`config.mk`:
```
export PLATFORM = sky130hd
export DESIGN_NAME = rdq_ctrl
export DESIGN_NICKNAME = d
export VERILOG_FILES = /design/src/design/rdq_pkg.sv /design/src/design/rdq_ctrl.sv
export SDC_FILE = /design/constraint.sdc
export NUM_CORES = 1
export LEC_CHECK = 0
export BUFFER_PORTS_ARGS = -buffer_cell sky130_fd_sc_hd__buf_2
export CORE_AREA = 2 2 39 41
export CTS_CLUSTER_SIZE = 28
export DETAILED_ROUTE_END_ITERATION = 12
export DIE_AREA = 0 0 41 43
export PLACE_DENSITY = 0.48
export SLEW_MARGIN = 20
export SYNTH_ARGS = -nofsm -noshare
export SYNTH_HDL_FRONTEND = slang
export SYNTH_SLANG_ARGS = --single-unit
```
`constraint.sdc`:
```
create_clock -name clk -period 1.3 [get_ports clk]
set_input_delay 0.195 -clock clk [delete_from_list [all_inputs] [get_ports clk]]
set_output_delay 0.195 -clock clk [all_outputs]
set_load 0.01 [all_outputs]
```
`src/design/rdq_pkg.sv`:
```
package rdq_pkg;

  typedef enum logic [2:0] {
    CMD_TAKE_BACK  = 3'd0,
    CMD_TAKE_FRONT = 3'd1,
    CMD_REVERSE    = 3'd2,
    CMD_PUSH_BACK  = 3'd3,
    CMD_PUSH_FRONT = 3'd4
  } cmd_t;

  typedef enum logic [1:0] {
    ST_DONE  = 2'd0,
    ST_EMPTY = 2'd1,
    ST_FULL  = 2'd2
  } status_t;

  typedef enum logic [2:0] {
    OP_NONE,
    OP_TAKE_HEAD,
    OP_TAKE_TAIL,
    OP_PUSH_HEAD,
    OP_PUSH_TAIL,
    OP_FLIP
  } op_t;

  typedef enum logic {
    S_IDLE,
    S_RESP
  } state_t;

  typedef struct packed {
    logic    load;
    op_t     op;
    status_t rstat;
  } ctrl_cmd_t;

  typedef struct packed {
    logic empty;
    logic full;
    logic reversed;
  } dp_stat_t;

endpackage

```
`src/design/rdq_ctrl.sv`:
```
module rdq_ctrl import rdq_pkg::*; (
  input  logic       clk,
  input  logic       rst,
  input  logic       start,
  input  logic [2:0] cmd,
  input  dp_stat_t   stat,
  output ctrl_cmd_t  ctl,
  output logic       busy,
  output logic       strobe
);

  state_t state;
  state_t state_next;

  always_ff @(posedge clk) begin
    if (rst) begin
      state <= S_IDLE;
    end else begin
      state <= state_next;
    end
  end

  always_comb begin
    state_next = state;
    ctl.load   = 1'b0;
    ctl.op     = OP_NONE;
    ctl.rstat  = ST_DONE;
    busy       = 1'b0;
    strobe     = 1'b0;
    unique case (state)
      S_IDLE: begin
        if (start) begin
          ctl.load   = 1'b1;
          state_next = S_RESP;
          unique case (cmd_t'(cmd))
            CMD_TAKE_BACK: begin
              if (stat.empty) begin
                ctl.rstat = ST_EMPTY;
              end else begin
                ctl.op = stat.reversed ? OP_TAKE_HEAD : OP_TAKE_TAIL;
              end
            end
            CMD_TAKE_FRONT: begin
              if (stat.empty) begin
                ctl.rstat = ST_EMPTY;
              end else begin
                ctl.op = stat.reversed ? OP_TAKE_TAIL : OP_TAKE_HEAD;
              end
            end
            CMD_REVERSE: begin
              ctl.op = OP_FLIP;
            end
            CMD_PUSH_BACK: begin
              if (stat.full) begin
                ctl.rstat = ST_FULL;
              end else begin
                ctl.op = stat.reversed ? OP_PUSH_HEAD : OP_PUSH_TAIL;
              end
            end
            CMD_PUSH_FRONT: begin
              if (stat.full) begin
                ctl.rstat = ST_FULL;
              end else begin
                ctl.op = stat.reversed ? OP_PUSH_TAIL : OP_PUSH_HEAD;
              end
            end
            default: begin
              ctl.op = OP_NONE;
            end
          endcase
        end
      end
      S_RESP: begin
        busy       = 1'b1;
        strobe     = 1'b1;
        state_next = S_IDLE;
      end
      default: begin
        state_next = S_IDLE;
      end
    endcase
  end

endmodule

```
==> reports/results.ini <==
[floorplanning]
num_rows=14
die_x_um=41
core_mm2=0.001384
initial_core_util=0.1564
dieArea_mm2=0.001763
io_pins=17
die_y_um=43

[logic_synthesis]
yosysWarnings=0
ys_types=22
synth.cell_area_um2=216.5
syn-num-nets=41
synth.yosys.seq_area_share=0.09249
syn_inst=32
ys_ff_latch=1
avgSynthCellArea_um2=6.764

[cells_and_area]
largest_reg_flops=1
top_regs=state (1)
fillers=165
regMostFlops=state
drive_gt1_frac=0.4130
final_cell_mix=13 x buf_2, 4 x nor2_1, 3 x a21oi_1
fin_area_um2=327.8
fin_cells=62
nets=57
multi_input_area_um2=181.4
antennaDiodeCount=0
syn_to_final_growth_pct=51.44
seq_area_um2=20.02
final_common_cell=buf_2
post-route-util=0.2369

[sta]
whs_ns=0.3524
skew_ns=0
post-route-period-util=0.9242
fmax_ghz=0.8323
finalMaxSlewViolations=0
slew-limit-headroom=0.8259
finalHoldViolCount=0
fin_crit_ns=1.201
worst_pin_slew_ns=0.2575
setup_viol=0

[placement]
dpl_cell_area_um2=300.3
place_inst=62
gp_congestion=0.7736
io_buffers=16

[setup_path]
crit_slowest_cell=o41ai_2
worstSetupPathType=in2out
r2r-end=state$_SDFF_PP0_
cp-start-kind=input pin
cp_top_family=compound AO/OA/AOI/OAI gates
critPathMaxFanout=4
path_buf_inv=2
cp_slowest_stage_delay_ns=0.31
cp.required_ns=1.11
worstPathArrival_ns=1.01
path_cells=buf_6, o41ai_2, nand2_1, a31oi_1, buf_2
endpoint_kind=primary output
r2r_cells=2
worstReg2RegStart=state$_SDFF_PP0_
r2r_slack_ns=0.64

[grt]
grt_pass1_wl_um=972
grt_util_all_layers=0.07200
overflow=0
antenna_found_initial=0
grt_max_degree=12
grt_pass1_vias=238

[routing]
firstDrtPassIters=3
wl_per_cell_um=9.726
routed_wl_um=603
vias=285
drc=0
ant_nets=0
vias_per_cell=4.597
drt_iter0_markers=4

[outcome]
run_status=finished clean

[cts]
path_clk_slew_ns=0
clk_latency_ns=0
cts_hold_buf=0
post_cts_buffers=0
cts_resized=0

[worst_hold_path]
hold_start=rst
min_path_type=in2reg
hold_path_end=state$_SDFF_PP0_
holdPathStages=2

[power_and_ir_drop]
p_leak_nw=0.1527
ir_drop_mv=0.1967
total_power_uw=120.7
power_density_mw_per_mm2=368.1

[job]
cap_viol_max_count=0

## cell type report
class                      instances  area share
timing repair buffer              17      0.3130
tap                               16     0.06107
inverter                           1     0.01145
sequential                         1     0.06107
multi-input combinational         27      0.5534
## worst max path at each step
stage / depth (start not counted) / from / to
after global routing: 5 / cmd[0] / ctl[2]
after floorplan: 2 / state$_SDFF_PP0_ / ctl[0]
after detailed placement: 5 / stat[0] / ctl[2]
after CTS: 5 / stat[0] / ctl[2]
final: 5 / stat[1] / ctl[2]
after global placement: 5 / stat[0] / ctl[2]
## report_power, final
part	switching [mW]	total [mW]	internal, mW
registers	0.000943	0.0341	0.0331
logic	0.0451	0.0866	0.0415
clock network	0	0	0
total	0.0460	0.121	0.0746
## Yosys cell counts (all sizes together)
cell,number,area share
nor2,4,0.069
a21oi,3,0.069
buf,3,0.11
nor3b,3,0.10
nand2,2,0.035
nand2b,2,0.058
o21bai,2,0.069
a31oi,1,0.029
dfxtp,1,0.092
inv,1,0.017
nand3b,1,0.035
nor2b,1,0.029
nor4,1,0.029
nor4b,1,0.040
nor4bb,1,0.046
o211ai,1,0.035
o21ai,1,0.023
o41ai,1,0.040
or2,1,0.029
or3b,1,0.040
## stage by stage
| step | setup WS [ns] | TNS [ns] |
|---|---|---|
| 2_1_floorplan | 0.1078 | 0 |
| 3_3_place_gp | 0.01986 | 0 |
| 3_5_place_dp | 0.01737 | 0 |
| 4_1_cts | 0.01246 | 0 |
| 5_1_grt | -0.0002437 | -0.0002437 |
| 6_report | 0.09851 | 0 |
## routing by layer
layer,vias up,GRT usage,share of wire
met3,0,0.005236,0.088
met4,0,0,0
li1,148,-,-
met5,-,0,0
met2,12,0.1000,0.42
met1,125,0.1238,0.49
## logic make-up (layout without fill, tap and decap cells)
| kind of cell | count (synthesis) | count (layout) | share of synthesized area |
|---|---|---|---|
| and+or+nand+nor | 18 | 18 | 0.5145 |
| AOI/OAI and AO/OA | 9 | 9 | 0.2659 |
| buffers and inverters | 4 | 18 | 0.1271 |
| DFF | 1 | 1 | 0.09249 |
Note: power is estimated with default switching activity, not from simulation.
